$ cat src/rtl/fnpll_pkg.sv
// ----------------------------------------------------------------------------
// fnpll_pkg
// Types, constants and the channel step table of the fractional-N divider setup.
// ----------------------------------------------------------------------------
`default_nettype none

package fnpll_pkg;

  // request frequency limits in hertz
  localparam logic [32:0] FREQ_MIN  = 33'd35000000;
  localparam logic [32:0] FREQ_MAX  = 33'd4400000000;
  localparam logic [4:0]  STEP_TABLE_SIZE = 5'd16;

  // vco band edges used to pick the output divider and prescaler
  localparam logic [32:0] VCO_LOW   = 33'd2200000000;
  localparam logic [32:0] PRESC_LIM = 33'd3600000000;

  // divider limits
  localparam logic [28:0] MOD_MIN   = 29'd2;
  localparam logic [28:0] MOD_MAX   = 29'd4095;
  localparam logic [32:0] INT_MAX   = 33'd65535;
  localparam logic [32:0] INT_MIN_P0 = 33'd23;
  localparam logic [32:0] INT_MIN_P1 = 33'd75;

  // configuration register indexes
  localparam logic [2:0] CFG_REF_FREQ   = 3'd0;
  localparam logic [2:0] CFG_REF_DBL    = 3'd1;
  localparam logic [2:0] CFG_REF_CNT    = 3'd2;
  localparam logic [2:0] CFG_REF_HALF   = 3'd3;
  localparam logic [2:0] CFG_CLK_DIV    = 3'd4;
  localparam logic [2:0] CFG_BAND_DIV   = 3'd5;
  localparam logic [2:0] CFG_POWER      = 3'd6;

  typedef struct packed {
    logic [32:0] target_freq;
    logic [3:0]  step_index;
    logic [11:0] phase_word;
  } in_t;

  typedef struct packed {
    logic [31:0] reg_word;
    logic [2:0]  reg_index;
    logic        status;
    logic        last;
  } out_t;

  // channel step in hertz
  function automatic logic [18:0] step_hz(input logic [3:0] sel);
    logic [18:0] s;
    unique case (sel)
      4'd0:  s = 19'd1;
      4'd1:  s = 19'd5;
      4'd2:  s = 19'd8;
      4'd3:  s = 19'd10;
      4'd4:  s = 19'd20;
      4'd5:  s = 19'd50;
      4'd6:  s = 19'd100;
      4'd7:  s = 19'd500;
      4'd8:  s = 19'd1000;
      4'd9:  s = 19'd2500;
      4'd10: s = 19'd5000;
      4'd11: s = 19'd10000;
      4'd12: s = 19'd25000;
      4'd13: s = 19'd50000;
      4'd14: s = 19'd100000;
      default: s = 19'd500000;
    endcase
    return s;
  endfunction

endpackage

`default_nettype wire

$ cat src/rtl/frac_n_pll_divider_setup.sv
// ----------------------------------------------------------------------------
// frac_n_pll_divider_setup
// Computes output divider, prescaler, INT, MOD and FRAC for a requested
// frequency and sends six packed control words, word 5 first, or one error word.
// ----------------------------------------------------------------------------
// One request is taken at a time; in_ready is low until its last word has
// been transferred. All the arithmetic runs through one restoring divider
// that makes one quotient bit per cycle (29 + 33 + 29 + 60 bits, plus 29 + 29
// for the gcd reduction, which runs only when FRAC comes out nonzero), plus a
// binary gcd that removes at least one bit per cycle, a doubling search that
// picks the output divider, and one cycle per word on the output while
// out_ready is high.
// A request that fails an early range check answers with its single error
// word; one that fails the divider checks answers after the full computation.
`default_nettype none

module frac_n_pll_divider_setup import fnpll_pkg::*; (
  input  wire logic        clk,
  input  wire logic        rst,
  input  wire logic        in_valid,
  output logic             in_ready,
  input  wire in_t         in_data,
  output logic             out_valid,
  input  wire logic        out_ready,
  output out_t             out_data,
  input  wire logic        cfg_we,
  input  wire logic [2:0]  cfg_index,
  input  wire logic [27:0] cfg_data
);

  typedef enum logic [11:0] {
    S_IDLE  = 12'b000000000001,
    S_SCALE = 12'b000000000010,
    S_PFD   = 12'b000000000100,
    S_INT   = 12'b000000001000,
    S_MOD   = 12'b000000010000,
    S_MUL   = 12'b000000100000,
    S_FRAC  = 12'b000001000000,
    S_GCD   = 12'b000010000000,
    S_FG    = 12'b000100000000,
    S_MG    = 12'b001000000000,
    S_CHECK = 12'b010000000000,
    S_EMIT  = 12'b100000000000
  } state_t;

  state_t state;

  // configuration
  logic [27:0] ref_freq;
  logic        ref_doubler;
  logic [9:0]  ref_counter;
  logic        ref_half;
  logic [11:0] clock_divider;
  logic [7:0]  band_select_div;
  logic [1:0]  power_level;

  // request and working values
  logic [3:0]  sidx;
  logic [11:0] phase;
  logic [32:0] num;
  logic [2:0]  divsel;
  logic        presc;
  logic [28:0] pfd;
  logic [32:0] nint;
  logic [28:0] rem;
  logic [28:0] modv;
  logic [28:0] frac;
  logic [57:0] prod;
  logic [28:0] ga;
  logic [28:0] gb;
  logic [4:0]  gk;
  logic [2:0]  idx;

  // shared divider
  logic [59:0] dvd;
  logic [29:0] dvs;
  logic [29:0] rem_q;
  logic [59:0] quo;
  logic [5:0]  cnt;
  logic [30:0] div_r;
  logic        div_ge;

  logic [10:0] den;
  logic [28:0] gval;
  logic        chk_bad;
  logic [2:0]  word_sel;
  logic [31:0] word_mux;

  assign in_ready = (state == S_IDLE);
  assign den      = ref_half ? {ref_counter, 1'b0} : {1'b0, ref_counter};
  assign gval     = 29'(ga << gk);

  // one restoring step
  assign div_r  = {rem_q, dvd[59]};
  assign div_ge = (div_r >= {1'b0, dvs});

  // final divider checks
  assign chk_bad = (modv < MOD_MIN) || (modv > MOD_MAX) || (frac > (modv - 29'd1)) ||
                   (nint > INT_MAX) || (nint < (presc ? INT_MIN_P1 : INT_MIN_P0));

  // control word for the next transfer
  assign word_sel = (state == S_CHECK) ? 3'd5 : (idx - 3'd1);

  always_comb begin
    word_mux = '0;
    unique case (word_sel)
      3'd0: word_mux = {1'b0, nint[15:0], frac[11:0], 3'd0};
      3'd1: word_mux = {4'd0, presc, phase, modv[11:0], 3'd1};
      3'd2: word_mux = {3'd0, 3'd6, ref_doubler, ref_half, ref_counter,
                        2'b00, 3'b111, (frac == '0) ? 2'b11 : 2'b00, 1'b1, 3'd0, 3'd2};
      3'd3: word_mux = {8'd0, 1'b1, (frac == '0) ? 2'b11 : 2'b00, 6'd0,
                        clock_divider, 3'd3};
      3'd4: word_mux = {8'd0, 1'b1, divsel, band_select_div, 6'd0, 1'b1,
                        power_level, 3'd4};
      3'd5: word_mux = {9'd0, 1'b1, 1'b0, 2'b11, 16'd0, 3'd5};
      default: word_mux = '0;
    endcase
  end

  always_ff @(posedge clk) begin
    if (rst) begin
      state           <= S_IDLE;
      out_valid       <= 1'b0;
      cnt             <= '0;
      ref_freq        <= 28'd25000000;
      ref_doubler     <= 1'b0;
      ref_counter     <= 10'd25;
      ref_half        <= 1'b0;
      clock_divider   <= 12'd150;
      band_select_div <= 8'd80;
      power_level     <= 2'd0;
    end else begin
      // register writes
      if (cfg_we) begin
        unique case (cfg_index)
          CFG_REF_FREQ: ref_freq        <= cfg_data;
          CFG_REF_DBL:  ref_doubler     <= cfg_data[0];
          CFG_REF_CNT:  ref_counter     <= cfg_data[9:0];
          CFG_REF_HALF: ref_half        <= cfg_data[0];
          CFG_CLK_DIV:  clock_divider   <= cfg_data[11:0];
          CFG_BAND_DIV: band_select_div <= cfg_data[7:0];
          CFG_POWER:    power_level     <= cfg_data[1:0];
          default: ;
        endcase
      end

      // divider iteration
      if (cnt != '0) begin
        rem_q <= div_ge ? 30'(div_r - {1'b0, dvs}) : div_r[29:0];
        quo   <= {quo[58:0], div_ge};
        dvd   <= {dvd[58:0], 1'b0};
        cnt   <= cnt - 6'd1;
      end

      unique case (state)
        S_IDLE: begin
          if (in_valid) begin
            sidx   <= in_data.step_index;
            phase  <= in_data.phase_word;
            num    <= in_data.target_freq;
            divsel <= '0;
            if (in_data.target_freq > FREQ_MAX || in_data.target_freq < FREQ_MIN ||
                {1'b0, in_data.step_index} >= STEP_TABLE_SIZE) begin
              out_valid <= 1'b1;
              out_data  <= '{reg_word: '0, reg_index: '0, status: 1'b1, last: 1'b1};
              idx       <= '0;
              state     <= S_EMIT;
            end else begin
              state <= S_SCALE;
            end
          end
        end

        // output divider search, one doubling a cycle
        S_SCALE: begin
          if (divsel != 3'd7 && num <= VCO_LOW) begin
            num    <= {num[31:0], 1'b0};
            divsel <= divsel + 3'd1;
          end else begin
            presc <= (num > PRESC_LIM);
            if (den == '0) begin
              out_valid <= 1'b1;
              out_data  <= '{reg_word: '0, reg_index: '0, status: 1'b1, last: 1'b1};
              idx       <= '0;
              state     <= S_EMIT;
            end else begin
              dvd   <= {(ref_doubler ? {ref_freq, 1'b0} : {1'b0, ref_freq}), 31'd0};
              dvs   <= {19'd0, den};
              rem_q <= '0;
              cnt   <= 6'd29;
              state <= S_PFD;
            end
          end
        end

        S_PFD: begin
          if (cnt == '0) begin
            pfd <= quo[28:0];
            if (quo[28:0] == '0) begin
              out_valid <= 1'b1;
              out_data  <= '{reg_word: '0, reg_index: '0, status: 1'b1, last: 1'b1};
              idx       <= '0;
              state     <= S_EMIT;
            end else begin
              dvd   <= {num, 27'd0};
              dvs   <= {1'b0, quo[28:0]};
              rem_q <= '0;
              cnt   <= 6'd33;
              state <= S_INT;
            end
          end
        end

        S_INT: begin
          if (cnt == '0) begin
            nint  <= quo[32:0];
            rem   <= rem_q[28:0];
            dvd   <= {pfd, 31'd0};
            dvs   <= {11'd0, step_hz(sidx)};
            rem_q <= '0;
            cnt   <= 6'd29;
            state <= S_MOD;
          end
        end

        S_MOD: begin
          if (cnt == '0) begin
            modv  <= quo[28:0];
            prod  <= rem * quo[28:0];
            state <= S_MUL;
          end
        end

        // rounded frac: (2 * rem * mod + pfd) / (2 * pfd)
        S_MUL: begin
          dvd   <= {1'b0, prod, 1'b0} + {31'd0, pfd};
          dvs   <= {pfd, 1'b0};
          rem_q <= '0;
          cnt   <= 6'd60;
          state <= S_FRAC;
        end

        S_FRAC: begin
          if (cnt == '0) begin
            frac <= quo[28:0];
            if (quo[28:0] == '0) begin
              state <= S_CHECK;
            end else begin
              ga    <= quo[28:0];
              gb    <= modv;
              gk    <= '0;
              state <= S_GCD;
            end
          end
        end

        // binary gcd, one step a cycle
        S_GCD: begin
          if (ga == gb) begin
            dvd   <= {frac, 31'd0};
            dvs   <= {1'b0, gval};
            rem_q <= '0;
            cnt   <= 6'd29;
            state <= S_FG;
          end else if (!ga[0] && !gb[0]) begin
            ga <= ga >> 1;
            gb <= gb >> 1;
            gk <= gk + 5'd1;
          end else if (!ga[0]) begin
            ga <= ga >> 1;
          end else if (!gb[0]) begin
            gb <= gb >> 1;
          end else if (ga > gb) begin
            ga <= (ga - gb) >> 1;
          end else begin
            gb <= (gb - ga) >> 1;
          end
        end

        S_FG: begin
          if (cnt == '0) begin
            frac  <= quo[28:0];
            dvd   <= {modv, 31'd0};
            rem_q <= '0;
            cnt   <= 6'd29;
            state <= S_MG;
          end
        end

        S_MG: begin
          if (cnt == '0) begin
            modv  <= quo[28:0];
            state <= S_CHECK;
          end
        end

        S_CHECK: begin
          out_valid <= 1'b1;
          state     <= S_EMIT;
          if (chk_bad) begin
            out_data <= '{reg_word: '0, reg_index: '0, status: 1'b1, last: 1'b1};
            idx      <= '0;
          end else begin
            out_data <= '{reg_word: word_mux, reg_index: 3'd5, status: 1'b0, last: 1'b0};
            idx      <= 3'd5;
          end
        end

        // words go out from 5 down to 0
        S_EMIT: begin
          if (out_ready) begin
            if (idx == '0) begin
              out_valid <= 1'b0;
              state     <= S_IDLE;
            end else begin
              idx      <= idx - 3'd1;
              out_data <= '{reg_word: word_mux, reg_index: idx - 3'd1, status: 1'b0,
                            last: (idx == 3'd1)};
            end
          end
        end

        default: state <= S_IDLE;
      endcase
    end
  end

  // results only leave from the emit state
  a_out_in_emit: assert property (@(posedge clk) disable iff (rst)
    out_valid |-> state == S_EMIT)
    else $error("result valid outside emit state");

  // no new request while a result waits
  a_ready_idle: assert property (@(posedge clk) disable iff (rst)
    in_ready |-> !out_valid)
    else $error("input ready while result pending");

  // an error result is always the last one
  a_err_last: assert property (@(posedge clk) disable iff (rst)
    (out_valid && out_data.status) |-> out_data.last)
    else $error("error result not marked last");

  // divider runs only in a division state
  a_div_state: assert property (@(posedge clk) disable iff (rst)
    (cnt != '0) |-> (state == S_PFD || state == S_INT || state == S_MOD ||
                     state == S_FRAC || state == S_FG || state == S_MG))
    else $error("divider busy outside a division state");

endmodule

`default_nettype wire

$ cat config.mk
export PLATFORM = sky130hd
export DESIGN_NAME = frac_n_pll_divider_setup
export DESIGN_NICKNAME = d
export VERILOG_FILES = /design/src/rtl/fnpll_pkg.sv /design/src/rtl/frac_n_pll_divider_setup.sv
export SDC_FILE = /design/constraint.sdc
export NUM_CORES = 2
export LEC_CHECK = 0
export CORE_AREA = 2 2 431 433
export DETAILED_ROUTE_END_ITERATION = 7
export DIE_AREA = 0 0 433 435
export DONT_BUFFER_PORTS = 1
export PLACE_DENSITY = 0.51
export SLEW_MARGIN = 0
export SYNTH_ARGS = -nofsm -noshare
export SYNTH_HDL_FRONTEND = slang
export SYNTH_SLANG_ARGS = --single-unit
$ cat constraint.sdc
create_clock -name clk -period 10.4 [get_ports clk]
set_clock_uncertainty 0.15 [all_clocks]
set_input_delay 0.52 -clock clk [delete_from_list [all_inputs] [get_ports clk]]
set_output_delay 0.52 -clock clk [all_outputs]
set_load 0.01 [all_outputs]
; After elaboration in Yosys (flattened, before gate mapping)
; Memory sizes are Yosys's and may differ from the RTL's. A register that Yosys moved wholly into a read port is not among the register bits.
; Index checks and enable logic that the tools add are counted.
[totals]
regBits = 597
latchBits = 0
mem_bits_rw = 0
romBits = 304
inputBits = 85
output_inout_bits = 39
word_cells = 272
n_memories = 1
[op_classes]
add_sub_neg = 9
multipliers = 1
n_div = 0
n_lt_le_gt_ge = 11
n_eq_ne = 51
shifts = 1
n_mux = 112
n_bitwise = 2
reduce_logical = 49
[memory_table]
columns = name, depth, width, rd, rd_ports_with_merged_regs, write_ports, line
row1 = (no name shown), 16, 19, 1, 1, 0, fnpll_pkg.sv:50  ; unique case (sel)
[op_table]
columns = cell, count
row1 = two-way mux 60 bit, 8
row2 = two-way mux 29 bit, 15
row3 = two-way mux 30 bit, 14
row4 = one-hot mux 60 bit (6 select lines), 1
row5 = one-hot mux 30 bit (5 select lines), 2
row6 = two-way mux 37 bit, 8
row7 = one-hot mux 31 bit (6 select lines), 1
row8 = one-hot mux 37 bit (5 select lines), 1
row9 = two-way mux 12 bit, 14
row10 = one-hot mux 12 bit (12 select lines), 1
row11 = one-hot mux 29 bit (2 select lines), 2
row12 = two-way mux 33 bit, 2
row13 = one-hot mux 33 bit (2 select lines), 1
row14 = adder 59 x 29 -> 60 bit, 1
row15 = greater-than comparator 29 bit, 2
row16 = zero test 29 bit, 2
row17 = multiplier 29 x 29 -> 58 bit, 1
row18 = subtractor 29 bit, 2
row19 = two-way mux 6 bit, 7
row20 = "!= test 2 bit, second input constant", 20
row21 = two-way mux 3 bit, 12
row22 = two-way mux 36 bit, 1
row23 = "greater-than comparator 33 x 16 -> 1 bit, second input constant", 1
row24 = "greater-than comparator 33 x 32 -> 1 bit, second input constant", 1
row25 = 65 further kinds, 116

; Depth between registers and ports, before layout
[logic_depth]
word_depth = 7
ltp_mapped = 29
depth_no_buf = 28

; Least setup slack after synthesis
; No wires, ideal clock.
[synth_path]
path_kind = reg-to-reg
from = register rem[10]
to = register prod[56], data pin
setup_ns = 0.265
arrival_ns = 7.556
required_time_ns = 9.985
path_slack_ns = 2.429
path_stages_with_launch = 28
n_path_buf = 2
period_less_slack_ns = 7.971
cell_sequence = edfxtp_1 -> clkbuf_1 -> clkbuf_1 -> nand2_1 -> fa_1 -> inv_1 -> fa_1 -> fa_1 -> inv_1 -> fa_1 -> inv_1 -> fa_1 -> fa_1 -> fa_1 -> inv_1 -> fa_1 -> inv_1 -> ha_1 -> and3_1 -> and2_1 -> a221o_1 -> a31oi_1 -> o211ai_1 -> a211oi_1 -> o311ai_0 -> a21oi_1 -> o21ai_0 -> xor2_1
[synth_via]
elab_chain_len = 1
[synth_lines]
columns = element, line
row1 = "start, declared", frac_n_pll_divider_setup.sv:65  ; logic [28:0] rem;
row2 = "start signal, assigned", frac_n_pll_divider_setup.sv:217  ; rem <= rem_q[28:0];
row3 = multiplier 29 x 29 -> 58 bit, frac_n_pll_divider_setup.sv:229  ; prod <= rem * quo[28:0];
row4 = "end signal, assigned", frac_n_pll_divider_setup.sv:229
row5 = "end, declared", frac_n_pll_divider_setup.sv:68  ; logic [57:0] prod;
; No other way between the ends.
; A chain may end at the register's enable or synchronous reset.

; Worst setup path in the final report
; Same ends and word-level chain as after synthesis.

==> flow_summary.ini <==
[run_status]
status = completed

[logic_synthesis]
avgSynthCellArea_um2 = 9.43
synth_area_leaders = edfxtp_1, fa_1, ha_1
synth-edff-count = 512
synth_cell_types = 92
synth_cells = 6779
synth_nets = 8006
synth_area_um2 = 63900
ys_warn_count = 0
synth_top_area_share_pct = 24.1
ys.flop_type = edfxtp_1
ys_ff_latch = 611
async_flop_share_pct = 0
synth_seq_area_share_pct = 27.2
synth_area_leader_cell = edfxtp_1

[clock_network]
cts-root-buf = clkbuf_16
post_cts_resize_count = 0
numCtsBuffers = 75
clk_path_buf_depth = 3
cts_hold_buf = 88
clock_latency_ns = 0.72
htreeDepth = 3
cts.sinks = 611
cts_tree = done
path_clk_slew_ns = 0.06
post-cts-setup-buffers = 0

[worst_setup_path]
crit_path_max_fanout = 29
slowest_delay_ns = 1.14
critPathSlowestCell = edfxtp_1
critical_path.endpoint_type = flop
cp.arrival_ns = 9.64
cp-start-kind = flop
crit_type = flop to flop
cp_common_cell = fa_1
worstPathRequired_ns = 10.69

[placed_design]
place_congestion = 0.948
io_buffers = 0
dp_hpwl_mm = 173

[sta]
final-setup-viol-count = 0
fmax_mhz = 107
hold_violations = 0
fin_tns_setup_ns = 0
slew_headroom_pct = 11.6
timing.final.crit_share_pct = 89.9
rsz0062_at_grt = no
post-route-min-period_ns = 9.35
worst_pin_slew_ns = 1.33
final_max_slew_viol_count = 0

[global_route]
grt_usage_pct = 24.0
grt_pass1_vias = 51000
grt_pass1_wl_mm = 341
antenna_found_initial = 12
overflow = 0
grt_max_degree = 89

[die]
core_area_um2 = 184000
die_h_um = 435
initial_core_util_pct = 34.7
ios = 124
num_rows = 158
dieArea_um2 = 188000
die_w_um = 433

[worst_hold_path]
hold_class = primary input to flop

[route]
vias = 50800
routed_wl_mm = 229
routedWlPerCell_um = 24.8
final_antenna_net_count = 0
drt_iter0_markers = 4938
drt_pass1_iterations = 8
drc_errors = 0
vias_per_cell = 5.50

[cells_and_area]
area_delta_synth_final_pct = 9.89
mostFrequentLayoutCells = nand2_1, inv_1, fa_1
layout_commonest_cell = nand2_1
layout-drive-gt1-share_pct = 5.38
ff_latch_area_um2 = 17400
filler_cell_count = 18400
multi_input_area_um2 = 41800
final_net_count = 7905

[job]
drv_cap = 0
## stage by stage
stage	instances	utilization, %	instance area, µm²	setup WS, ns	hold WS (ns)
finish	9224	38.2	70200	1.05	0.0669
global route	9221	38.2	70200	0.529	0.0377
CTS	9221	38.2	70200	1.01	0.0181
detailed placement	8993	36.2	66600	1.04	0.266
global placement	8993	36.2	66600	1.13	0.252
floorplan	6779	-	63900	2.43	0.250
## critical path: cells and delay by family (launching register included)
family	cells	cell delay, ns
AO/OA/AOI/OAI	7	2.38
XOR/XNOR	1	0.15
adder cells (fa/ha/maj)	9	4.35
buffers and inverters	5	0.31
flip-flops	1	1.14
AND/OR/NAND/NOR	3	0.60
## state kept, by name, summed over array words and instances, names as in the netlist, 6 cells and up, named ones only
signal and count:
ref_counter 10, num 33, rem 29, modv 29, dvs 30, gb 29, state 12, pfd 29
ref_freq 28, quo 33, phase 12, out_data 36, prod 58, band_select_div 8, dvd 60, ga 29
cnt 6, clock_divider 12, frac 29, rem_q 30, nint 33
## Yosys cell counts (18+ instances only)
master    instances
buf_2            18
nor2_1          315
mux2_2           22
dfxtp_1          99
a22oi_1          52
nand2b_1         33
ha_1            414
inv_1           904
and3_1           41
nor4_1           46
a221o_1          20
clkbuf_1        339
a21o_1          119
o21a_1           28
buf_1            31
nand3_1         119
and2_1          471
o21bai_1         24
nor2b_1          33
a221oi_1         56
o22ai_1          20
a211oi_1         34
a222oi_1         39
o211ai_1         26
or3_1            23
nand4_1          43
nor3_1           88
a21oi_1         301
a31oi_1          48
xnor2_1         136
mux2i_1         123
xor2_1           72
nand2_1         907
edfxtp_1        512
o21ai_0         254
fa_1            728
## cell families after synthesis
logic type / synth area share (%)
xor+xnor: 2.85
compound gates: 12.0
mux: 2.84
simple gates: 16.6
flops: 27.2
other cells: 0.00587
buf+inv: 7.69
fa+ha+maj: 30.9
## worst paths after layout
path	from	endpoint	slack, ns	cells after the start
max	rem[10]$_DFFE_PP_	prod[56]$_DFFE_PP_	1.05	25
min	rst	phase[6]$_DFFE_PP_	0.07	2
max reg2reg	rem[10]$_DFFE_PP_	prod[56]$_DFFE_PP_	1.05	25
min reg2reg	quo[32]$_DFFE_PP_	nint[32]$_DFFE_PP_	0.27	0
## layer usage
metal	wire length [µm]	global-route usage, %
met1	101000	34.1
met2	102000	37.6
met3	17600	3.67
met4	7710	7.24
met5	0	0
## area by class of cell
type	count	share of cell area, %
Clock inverter	43	0.901
Inverter	909	4.86
Multi-Input combinational cell	4868	59.4
Sequential cell	611	24.7
Timing Repair Buffer	213	2.61
Clock buffer	97	3.03
Antenna cell	3	0.0107
Tap cell	2480	4.42
Power is left out: the tool's default activity adds up to more than one toggle a clock period on the data nets, which glitch-free logic cannot reach.
